==> src/modular_inverse_ext_euclid_unit_assert.svh <==
// Assertion macros shared by the modular inverse unit.
`ifndef MODULAR_INVERSE_EXT_EUCLID_UNIT_ASSERT_SVH
`define MODULAR_INVERSE_EXT_EUCLID_UNIT_ASSERT_SVH

// Clocked check, masked while reset is held.
`define MIE_ASSERT(lbl, prop, msg) \
  lbl: assert property (@(posedge clk) disable iff (!rst_n) prop) else $error(msg);

// Clocked check that also holds during reset.
`define MIE_ASSERT_ALWAYS(lbl, prop, msg) \
  lbl: assert property (@(posedge clk) prop) else $error(msg);

`endif

==> src/mie_pkg.sv <==
// Shared types for the modular inverse unit.
`default_nettype none

package mie_pkg;

  // Status of the shared divide / multiply-accumulate unit.
  typedef struct packed {
    logic busy;
    logic done;
  } div_stat_t;

endpackage

`default_nettype wire

==> src/mie_div_unit.sv <==
// Bit-serial restoring divider with a shift-add product of quotient and multiplier.
`default_nettype none

module mie_div_unit #(
  parameter int WIDTH = 32
) (
  input  wire logic              clk,
  input  wire logic              rst_n,
  input  wire logic              start,
  input  wire logic [WIDTH-1:0]  dividend,
  input  wire logic [WIDTH-1:0]  divisor,   // nonzero, held stable while busy
  input  wire logic [WIDTH-1:0]  mult,      // held stable while busy
  output mie_pkg::div_stat_t     stat,
  output logic      [WIDTH-1:0]  rem,       // dividend % divisor, valid with done
  output logic      [WIDTH-1:0]  prod       // (quotient * mult) mod 2^WIDTH
);

  localparam int CNT_W = $clog2(WIDTH + 1);

  logic [CNT_W-1:0] cnt_r,  cnt_nxt;
  logic [WIDTH-1:0] dvd_r,  dvd_nxt;
  logic [WIDTH-1:0] rem_r,  rem_nxt;
  logic [WIDTH-1:0] acc_r,  acc_nxt;
  logic             busy_r, busy_nxt;
  logic             done_r, done_nxt;

  logic [WIDTH:0]   trial;
  logic [WIDTH:0]   diff;
  logic             ge;

  // One quotient bit per cycle, MSB first; product built by Horner's rule.
  assign trial = {rem_r, dvd_r[WIDTH-1]};
  assign diff  = trial - {1'b0, divisor};
  assign ge    = ~diff[WIDTH];

  always_comb begin
    cnt_nxt  = cnt_r;
    dvd_nxt  = dvd_r;
    rem_nxt  = rem_r;
    acc_nxt  = acc_r;
    busy_nxt = busy_r;
    done_nxt = 1'b0;
    if (start) begin
      cnt_nxt  = CNT_W'(WIDTH);
      dvd_nxt  = dividend;
      rem_nxt  = '0;
      acc_nxt  = '0;
      busy_nxt = 1'b1;
    end else if (busy_r) begin
      dvd_nxt = {dvd_r[WIDTH-2:0], 1'b0};
      rem_nxt = ge ? diff[WIDTH-1:0] : trial[WIDTH-1:0];
      acc_nxt = {acc_r[WIDTH-2:0], 1'b0} + (ge ? mult : '0);
      cnt_nxt = cnt_r - CNT_W'(1);
      if (cnt_r == CNT_W'(1)) begin
        busy_nxt = 1'b0;
        done_nxt = 1'b1;
      end
    end
  end

  always_ff @(posedge clk) begin
    if (!rst_n) begin
      busy_r <= 1'b0;
      done_r <= 1'b0;
      cnt_r  <= '0;
    end else begin
      busy_r <= busy_nxt;
      done_r <= done_nxt;
      cnt_r  <= cnt_nxt;
    end
    dvd_r <= dvd_nxt;
    rem_r <= rem_nxt;
    acc_r <= acc_nxt;
  end

  assign stat.busy = busy_r;
  assign stat.done = done_r;
  assign rem       = rem_r;
  assign prod      = acc_r;

endmodule

`default_nettype wire

==> src/modular_inverse_ext_euclid_unit.sv <==
// Top level: extended Euclidean modular inverse with one shared serial divider.
//
// Usage:
//   Input channel (in_*): one transaction carries operand and modulus.
//   Output channel (out_*): one transaction per input, carrying the inverse
//   (Bezout coefficient of operand, raised by modulus when negative) and the
//   gcd. The inverse is meaningful only when gcd == 1.
// Sequence: out_tvalid rises after k Euclid iterations (k <= 46 at
//   WIDTH = 32) and S_FINISH. Each iteration is one pass of the
//   bit-serial divider, one quotient bit per cycle, plus a test state
//   (S_CHECK) and the divider's done flag, on which the pairs are updated.
// Flow: one transaction at a time; in_tready is high only in idle, so
//   a new input is not taken until the previous one has been computed.
//   A finished result waits in the output register, so a new input can be
//   taken while the receiver has not yet accepted the previous result.
// Stall: if the receiver still holds off the prior result when the next one
//   is finished, the sequencer waits in its finish state.
// Reset: synchronous, active low; returns to idle with no output valid.
// Zero modulus: inverse 1, gcd = operand, via S_CHECK and S_FINISH with no divide.
`default_nettype none

module modular_inverse_ext_euclid_unit #(
  parameter int WIDTH = 32,
  localparam int TDATA_W = ((2 * WIDTH + 7) / 8) * 8
) (
  input  wire logic               clk,
  input  wire logic               rst_n,
  // input channel
  input  wire logic               in_tvalid,
  output logic                    in_tready,
  input  wire logic [TDATA_W-1:0] in_tdata,   // operand, modulus, zero pad
  // result channel
  output logic                    out_tvalid,
  input  wire logic               out_tready,
  output logic      [TDATA_W-1:0] out_tdata   // inverse, gcd, zero pad
);

  typedef enum logic [1:0] {
    S_IDLE,
    S_CHECK,   // test remainder for zero, launch divider
    S_DIV,     // divider running; update pairs when done
    S_FINISH   // sign fix, load output register
  } state_t;

  state_t           state_r,      state_nxt;
  logic [WIDTH-1:0] r_prev_r,     r_prev_nxt;
  logic [WIDTH-1:0] r_cur_r,      r_cur_nxt;
  logic [WIDTH-1:0] m_prev_r,     m_prev_nxt;
  logic [WIDTH-1:0] m_cur_r,      m_cur_nxt;
  logic [WIDTH-1:0] n_r,          n_nxt;
  logic             neg_r,        neg_nxt;
  logic             out_valid_r,  out_valid_nxt;
  logic [WIDTH-1:0] inv_r,        inv_nxt;
  logic [WIDTH-1:0] gcd_r,        gcd_nxt;

  logic               div_start;
  mie_pkg::div_stat_t div_stat;
  logic [WIDTH-1:0]   div_rem;
  logic [WIDTH-1:0]   div_prod;
  logic               in_fire;
  logic               out_free;

  assign in_tready = (state_r == S_IDLE);
  assign in_fire   = in_tvalid && in_tready;
  assign out_free  = !out_valid_r || out_tready;
  assign div_start = (state_r == S_CHECK) && (r_cur_r != '0);

  // Shared unit: r_prev / r_cur, with quotient * m_cur accumulated alongside.
  mie_div_unit #(
    .WIDTH (WIDTH)
  ) u_div (
    .clk      (clk),
    .rst_n    (rst_n),
    .start    (div_start),
    .dividend (r_prev_r),
    .divisor  (r_cur_r),
    .mult     (m_cur_r),
    .stat     (div_stat),
    .rem      (div_rem),
    .prod     (div_prod)
  );

  always_comb begin
    state_nxt     = state_r;
    r_prev_nxt    = r_prev_r;
    r_cur_nxt     = r_cur_r;
    m_prev_nxt    = m_prev_r;
    m_cur_nxt     = m_cur_r;
    n_nxt         = n_r;
    neg_nxt       = neg_r;
    inv_nxt       = inv_r;
    gcd_nxt       = gcd_r;
    out_valid_nxt = out_valid_r && !out_tready;
    case (state_r)
      S_IDLE: begin
        if (in_fire) begin
          r_prev_nxt = in_tdata[WIDTH-1:0];
          r_cur_nxt  = in_tdata[2*WIDTH-1:WIDTH];
          n_nxt      = in_tdata[2*WIDTH-1:WIDTH];
          m_prev_nxt = WIDTH'(1);
          m_cur_nxt  = '0;
          neg_nxt    = 1'b0;
          state_nxt  = S_CHECK;
        end
      end
      S_CHECK: begin
        state_nxt = (r_cur_r == '0) ? S_FINISH : S_DIV;
      end
      S_DIV: begin
        if (div_stat.done) begin
          r_prev_nxt = r_cur_r;
          r_cur_nxt  = div_rem;
          m_prev_nxt = m_cur_r;
          m_cur_nxt  = m_prev_r + div_prod;
          neg_nxt    = !neg_r;
          state_nxt  = S_CHECK;
        end
      end
      S_FINISH: begin
        if (out_free) begin
          // negative coefficient is raised by the modulus once
          inv_nxt       = (neg_r && (m_prev_r != '0)) ? (n_r - m_prev_r) : m_prev_r;
          gcd_nxt       = r_prev_r;
          out_valid_nxt = 1'b1;
          state_nxt     = S_IDLE;
        end
      end
      default: begin
        state_nxt = S_IDLE;
      end
    endcase
  end

  always_ff @(posedge clk) begin
    if (!rst_n) begin
      state_r     <= S_IDLE;
      out_valid_r <= 1'b0;
    end else begin
      state_r     <= state_nxt;
      out_valid_r <= out_valid_nxt;
    end
    r_prev_r <= r_prev_nxt;
    r_cur_r  <= r_cur_nxt;
    m_prev_r <= m_prev_nxt;
    m_cur_r  <= m_cur_nxt;
    n_r      <= n_nxt;
    neg_r    <= neg_nxt;
    inv_r    <= inv_nxt;
    gcd_r    <= gcd_nxt;
  end

  assign out_tvalid = out_valid_r;
  assign out_tdata  = TDATA_W'({gcd_r, inv_r});

`include "modular_inverse_ext_euclid_unit_assert.svh"

  `MIE_ASSERT(a_no_accept_while_div, in_fire |-> !div_stat.busy, "input taken while divider busy")
  `MIE_ASSERT(a_done_in_div, div_stat.done |-> (state_r == S_DIV), "divider done outside divide state")
  `MIE_ASSERT(a_zero_rem_ends, (state_r == S_CHECK) && (r_cur_r == '0) |=> (state_r == S_FINISH), "zero remainder did not end loop")
  `MIE_ASSERT(a_out_from_finish, $rose(out_valid_r) |-> ($past(state_r) == S_FINISH), "result raised outside finish state")
  `MIE_ASSERT_ALWAYS(a_reset_idle, !rst_n |=> (state_r == S_IDLE) && !out_valid_r, "not idle after reset")

endmodule

`default_nettype wire

==> config.mk <==
export PLATFORM = sky130hd
export DESIGN_NAME = modular_inverse_ext_euclid_unit
export DESIGN_NICKNAME = d
export VERILOG_FILES = /design/src/mie_pkg.sv /design/src/mie_div_unit.sv /design/src/modular_inverse_ext_euclid_unit.sv
export VERILOG_INCLUDE_DIRS = /design/src /design/src/src
export SDC_FILE = /design/constraint.sdc
export NUM_CORES = 1
export LEC_CHECK = 0
export ABC_AREA = 1
export BUFFER_PORTS_ARGS = -buffer_cell sky130_fd_sc_hd__buf_2
export CORE_ASPECT_RATIO = 1.1
export CORE_MARGIN = 2
export CORE_UTILIZATION = 52
export CTS_CLUSTER_DIAMETER = 100
export DETAILED_ROUTE_END_ITERATION = 10
export GPL_TIMING_DRIVEN = 0
export HOLD_SLACK_MARGIN = 0.02
export PLACE_DENSITY = 0.77
export SLEW_MARGIN = 0
export SYNTH_ARGS = -nofsm -noshare
export SYNTH_HDL_FRONTEND = slang
export SYNTH_SLANG_ARGS = --single-unit
==> constraint.sdc <==
create_clock -name clk -period 18.65 [get_ports clk]
set_clock_uncertainty 0.1 [all_clocks]
set_input_delay 0.9325 -clock clk [delete_from_list [all_inputs] [get_ports clk]]
set_output_delay 0.9325 -clock clk [all_outputs]
set_load 0.01 [all_outputs]
==> flow_metrics.tcl, run 1 <==
set metrics [dict create \
    status "finished, final reports clean" \
    path_class "reg -> reg" \
    end_kind "register" \
    synth_top_area_frac 0.381 \
    drt_wl_total_um 63700 \
    fmax_mhz 202 \
    startpoint "u_div.dvd_r[31]" \
    cts_buffers 38 \
    maxCapViolCount 0 \
    r2r-end "u_div.prod[27]" \
    netlist_area_mm2 0.0202 \
    post-synth-top-area-cell "edfxtp_1" \
    setup-tns-final_ns 0 \
    num_vias 18549 \
    async_flop_share 0 \
    hpwlAfterDp_um 50100 \
    r2r_cells 29 \
    maxSlewHeadroom 0.274 \
    grt_pass1_wl_um 96800 \
    layoutNonFillerInstCount 3208 \
    ir_drop_uv 87.4 \
    syn_nets 2693 \
    grt_usage 0.314 \
    htree_levels 2 \
    clk_path_buf_depth 3 \
    period_minus_slack_ns 4.95 \
    clock_sinks 332 \
    avgViaCountPerCell 5.78 \
    whs_ns 0.349 \
    cts_root_buf "clkbuf_16" \
    synthTopCellsByCount "nand2_1, inv_1, nor2_1" \
    setup_viol 0 \
    yosys-top-cells-area "edfxtp_1, nand2_1, ha_1, dfxtp_1, inv_1" \
    rsz0062_at_grt "no" \
    ys.flop_type "edfxtp_1" \
    dieArea_mm2 0.0405 \
    drtIter0Drc 1932 \
    grt_max_degree 36 \
    tightestPinTransition_ns 1.09 \
    antenna_found_initial 1 \
    crit_arrival_ns 5.31 \
    place_congestion 0.961 \
    core_area_mm2 0.0383 \
    start_util 0.528 \
    p_total_mw 2.50 \
    powerDensity_mw_per_mm2 108 \
    synth-edff-count 257 \
    ios 134 \
    ys_seq_elements 332 \
    drv_slew 0 \
    dp_cells 3137 \
    syn_inst 2495 \
    yosysUniqueCellTypes 56 \
    io_buffers 133 \
    cts_resized 0 \
    critPathSlowestCell "edfxtp_1" \
    wl_per_cell_um 19.9 \
    post-route-period-util 0.265 \
    post_cts_buffers 0 \
    yosysMostFrequentCell "nand2_1" \
    clkSlewWorstSetupHoldPaths_ns 0.07 \
    areaGrowthSynthToFinish_pct 14.0 \
    row_count 75 \
    worstSkewPairLatency_ns 0.58 \
    final-hold-violation-count 0 \
    worstReg2RegStart "u_div.dvd_r[31]" \
    firstDrtPassIters 6 \
    avgSynthCellArea_um2 8.11 \
    drive_gt1_frac 0.109 \
    start_kind "register" \
    endpoint "u_div.prod[27]" \
    final_nets 2875 \
    tritoncts "built" \
    overflow 0 \
    crit_fanout 10 \
    fin_util 0.603 \
    drc 0 \
    die_x_um 192 \
    critPathMaxStageDelay_ns 0.42 \
    hold_buffers 0 \
    crit_path_frequent_cell "nand2_1" \
    ant_nets 0 \
    r2r_slack_ns 13.70 \
    die_h_um 211 \
    required_ns 19.01 \
    p_leak_nw 10.3 \
    synth_warnings 0 \
    yosysSeqAreaShare 0.456 \
    grt_pass1_vias 17469 \
    hold_path.class "reg -> reg" \
]
worst max-delay path: cells and delay by family, from the launching register on:
| kind | cells | cell delay, ns |
|---|---|---|
| AOI/OAI and AO/OA | 3 | 0.87 |
| DFF | 1 | 0.42 |
| and+or+nand+nor | 17 | 1.55 |
| buffers and inverters | 5 | 0.64 |
| adders and majority gates | 4 | 1.22 |
worst min-delay path by stage:
| stage | from | to | slack, ns | cells after the start |
|---|---|---|---|---|
| 3_3_place_gp | r_prev_r[9] | gcd_r[9] | 0.33 | 0 |
| 5_1_grt | r_prev_r[31] | gcd_r[31] | 0.36 | 0 |
| 6_report | r_prev_r[9] | gcd_r[9] | 0.35 | 0 |
| 2_1_floorplan | r_prev_r[0] | gcd_r[0] | 0.33 | 0 |
| 3_5_place_dp | r_prev_r[4] | gcd_r[4] | 0.33 | 0 |
| 4_1_cts | r_prev_r[9] | gcd_r[9] | 0.35 | 0 |
cells in the final DEF, fill, tap and decap left out, types with 11 or more instances in the layout:
cell type  instances
nand3_1           96
xnor2_1           28
o21ai_1           33
buf_2            146
o211ai_2          14
nor4_1            11
o21ai_0          198
edfxtp_1         257
dfxtp_1           75
xor2_1            19
nor2_1           260
inv_1            313
nor3_1            20
a21oi_1          190
o21a_1            15
a21o_1            17
clkbuf_16         39
ha_1             126
nand2_2           15
nand4_1           26
nand2_1          625
clkbuf_1          36
final cells by class:
| type | instances | area (um2) |
|---|---|---|
| diodes | 2 | 5.00 |
| plain buffers | 55 | 304 |
| clock buffers | 47 | 1030 |
| clock inverters | 22 | 272 |
| fillers | 3354 | 15200 |
| inverters | 321 | 1200 |
| multi-input cells | 1787 | 9540 |
| flip-flops and latches | 332 | 9220 |
| well taps | 500 | 626 |
| repair buffers | 142 | 876 |
routing by layer:
metal,part of all wire,track usage
met2,0.44,0.492
met3,0.095,0.0583
met5,0.00016,0
met4,0.050,0.144
met1,0.41,0.424
registers in the layout, summed over array words and instances (netlist names), 2 cells and up:
name	count
u_div.rem	32
r_prev_r	32
m_prev_r	32
m_cur_r	32
state_r	2
gcd_r	32
u_div.dvd_r	32
r_cur_r	32
u_div.prod	32
n_r	32
u_div.cnt_r	6
inv_r	32
power by group:
group	leakage [nW]	switching, mW	internal (mW)
clock	0.629	0.332	0.455
sequential	3.06	0.0638	0.890
combinational	6.65	0.505	0.251
per-stage QoR:
step,setup WS (ns),instance area (um2)
final,13.70,23100
after global placement,6.87,21500
after floorplan,10.52,20200
after detailed placement,13.89,21800
after global routing,13.31,23100
after CTS,13.83,23100
logic make-up after synthesis:
group                      after synthesis  synth area share
DFF                                    332             0.456
adders and majority gates              130            0.0819
buffers and inverters                  376            0.0745
xor gates and xnor gates                47            0.0203
and+or+nand+nor                       1085             0.221
AOI/OAI and AO/OA                      525             0.147
Power figures use the tool's default switching activity.
==> run 2: changes to the inputs <==
--- a/config.mk
+++ b/config.mk
@@ -15,7 +15,7 @@
 export DETAILED_ROUTE_END_ITERATION = 10
 export GPL_TIMING_DRIVEN = 0
 export HOLD_SLACK_MARGIN = 0.02
-export PLACE_DENSITY = 0.77
+export PLACE_DENSITY = 0.8
 export SLEW_MARGIN = 0
 export SYNTH_ARGS = -nofsm -noshare
 export SYNTH_HDL_FRONTEND = slang
==> constraint.sdc (replaced) <==
create_clock -name clk -period 4.5 [get_ports clk]
set_clock_uncertainty 0.1 [all_clocks]
set_input_delay 0.225 -clock clk [delete_from_list [all_inputs] [get_ports clk]]
set_output_delay 0.225 -clock clk [all_outputs]
set_load 0.01 [all_outputs]
==> run 2 against run 1 <==
  * Non-clock buffer count increased by 68
  * Power increased to 4.1 times the previous value
  * Die area unchanged
  * Combinational power increased to 4.3 times the previous value
  * First-iteration DRC count increased by 14%
  * Critical path depth unchanged
  * Count of clock-buffer cells in the layout increased by 1
  * Hold slack got worse by 0.24 ns
  * Routed wire length increased by 6.9%
  * Via count increased by 2.7%
  * Flip-flop and latch count unchanged
==> flow_metrics.tcl, run 2 (same netlist as run 1, synthesis figures left out) <==
set metrics [dict create \
    hpwlAfterDp_um 50800 \
    crit_path_frequent_cell "nand2_1" \
    drv_slew 0 \
    layoutNonFillerInstCount 3272 \
    num_vias 19043 \
    htree_levels 2 \
    grt-busiest-layer "met2" \
    worstReg2RegStart "u_div.dvd_r[31]" \
    tightestPinTransition_ns 0.942 \
    grt_pass1_vias 18216 \
    design_area_mm2 0.0237 \
    required_ns 4.81 \
    start_util 0.528 \
    grt.met3_usage 0.0646 \
    avgViaCountPerCell 5.82 \
    io_buffers 133 \
    period_minus_slack_ns 4.30 \
    drt_wl_total_um 68100 \
    firstDrtPassIters 6 \
    final_cell_mix "nand2_1, inv_1, nor2_1, edfxtp_1, o21ai_0" \
    critPathSlowestCell "edfxtp_1" \
    final-hold-violation-count 0 \
    drive_gt1_frac 0.110 \
    grt_usage 0.333 \
    critPathMaxStageDelay_ns 0.40 \
    die_h_um 211 \
    tritoncts "built" \
    mostFrequentLayoutCell "nand2_1" \
    hold_path.class "in -> reg" \
    ios 134 \
    areaGrowthSynthToFinish_pct 17.1 \
    met2_usage 0.533 \
    rsz0062_at_grt "no" \
    cts_root_buf "clkbuf_16" \
    crit_buf_inv 4 \
    clkSlewWorstSetupHoldPaths_ns 0.07 \
    setup-tns-final_ns 0 \
    status "finished, final reports clean" \
    grt_pass1_wl_um 102000 \
    place_congestion 0.956 \
    maxCapViolCount 0 \
    post-route-period-util 0.955 \
    crit_arrival_ns 4.61 \
    final_nets 2941 \
    overflow 0 \
    path_class "reg -> reg" \
    crit_family "simple AND/OR/NAND/NOR gates" \
    hp-start "out_tready" \
    fmax_mhz 233 \
    dpl_cell_area_mm2 0.0217 \
    powerDensity_mw_per_mm2 432 \
    whs_ns 0.110 \
    drtIter0Drc 2202 \
    clk_path_buf_depth 3 \
    start_kind "register" \
    maxSlewHeadroom 0.370 \
    die_x_um 192 \
    antenna_found_initial 2 \
    crit_fanout 10 \
    core_area_mm2 0.0383 \
    cts_buffers 36 \
    drc 0 \
    ant_nets 0 \
    startpoint "u_div.dvd_r[31]" \
    wl_per_cell_um 20.8 \
    row_count 75 \
    dieArea_mm2 0.0405 \
    ir_drop_uv 358 \
    dp_cells 3136 \
    use_met1 0.420 \
    grt_max_degree 33 \
    fillers 3202 \
    setup_viol 0 \
    p_leak_nw 10.6 \
    clock_sinks 332 \
    end_kind "register" \
    worstSkewPairLatency_ns 0.56 \
]
-- run 2: report_power, final --
part | leakage (nW) | switching (mW) | total (mW) | internal, mW
Sequential | 3.06 | 0.272 | 3.96 | 3.69
Combinational | 6.97 | 2.15 | 3.25 | 1.10
Clock | 0.578 | 1.34 | 3.03 | 1.69
Total | 10.6 | 3.76 | 10.2 | 6.48
-- run 2: layout make-up --
class	instances	area, um2	share of cell area
Tap cell	500	626	0.0264
Antenna cell	2	5.00	0.000211
Sequential cell	332	9220	0.389
Clock inverter	17	171	0.00724
Timing Repair Buffer	210	1530	0.0646
Inverter	321	1200	0.0509
Buffer	55	320	0.0135
Clock buffer	48	996	0.0420
Multi-Input combinational cell	1787	9620	0.406
-- run 2: layer usage --
layer / share of wire / vias to the layer above
met5: 0 / -
met4: 0.066 / 0
met3: 0.096 / 257
met2: 0.45 / 1063
met1: 0.39 / 8841
li1: - / 8882
-- run 2: worst paths after layout --
path,endpoint,slack (ns),cells past startpoint
setup / recovery,u_div.prod[17],0.20,29
hold / removal,gcd_r[28],0.11,3
setup reg to reg,u_div.prod[17],0.20,29
hold reg to reg,gcd_r[29],0.35,0
-- run 2: stage by stage --
step	util	power [mW]	worst slack, ns
finish	0.619	10.2	0.204
global route	0.619	10.7	0.0163
CTS	0.616	10.1	0.0282
detailed placement	0.568	7.05	-0.264
global placement	0.563	6.95	-0.895
floorplan	-	6.13	0.304
-- run 2: what timing repair did --
action                     CTS  global route
hold endpoints to repair   106             0
pin swaps                    1             4
setup endpoints to repair    8            23
hold buffers                66             0
buffers inserted             1             2
resized for setup            8            20
-- run 2: worst min-delay path, cell delays in order --
cell	delay, ns
buf_2	0.09
inv_1	0.14
a21oi_4	0.13
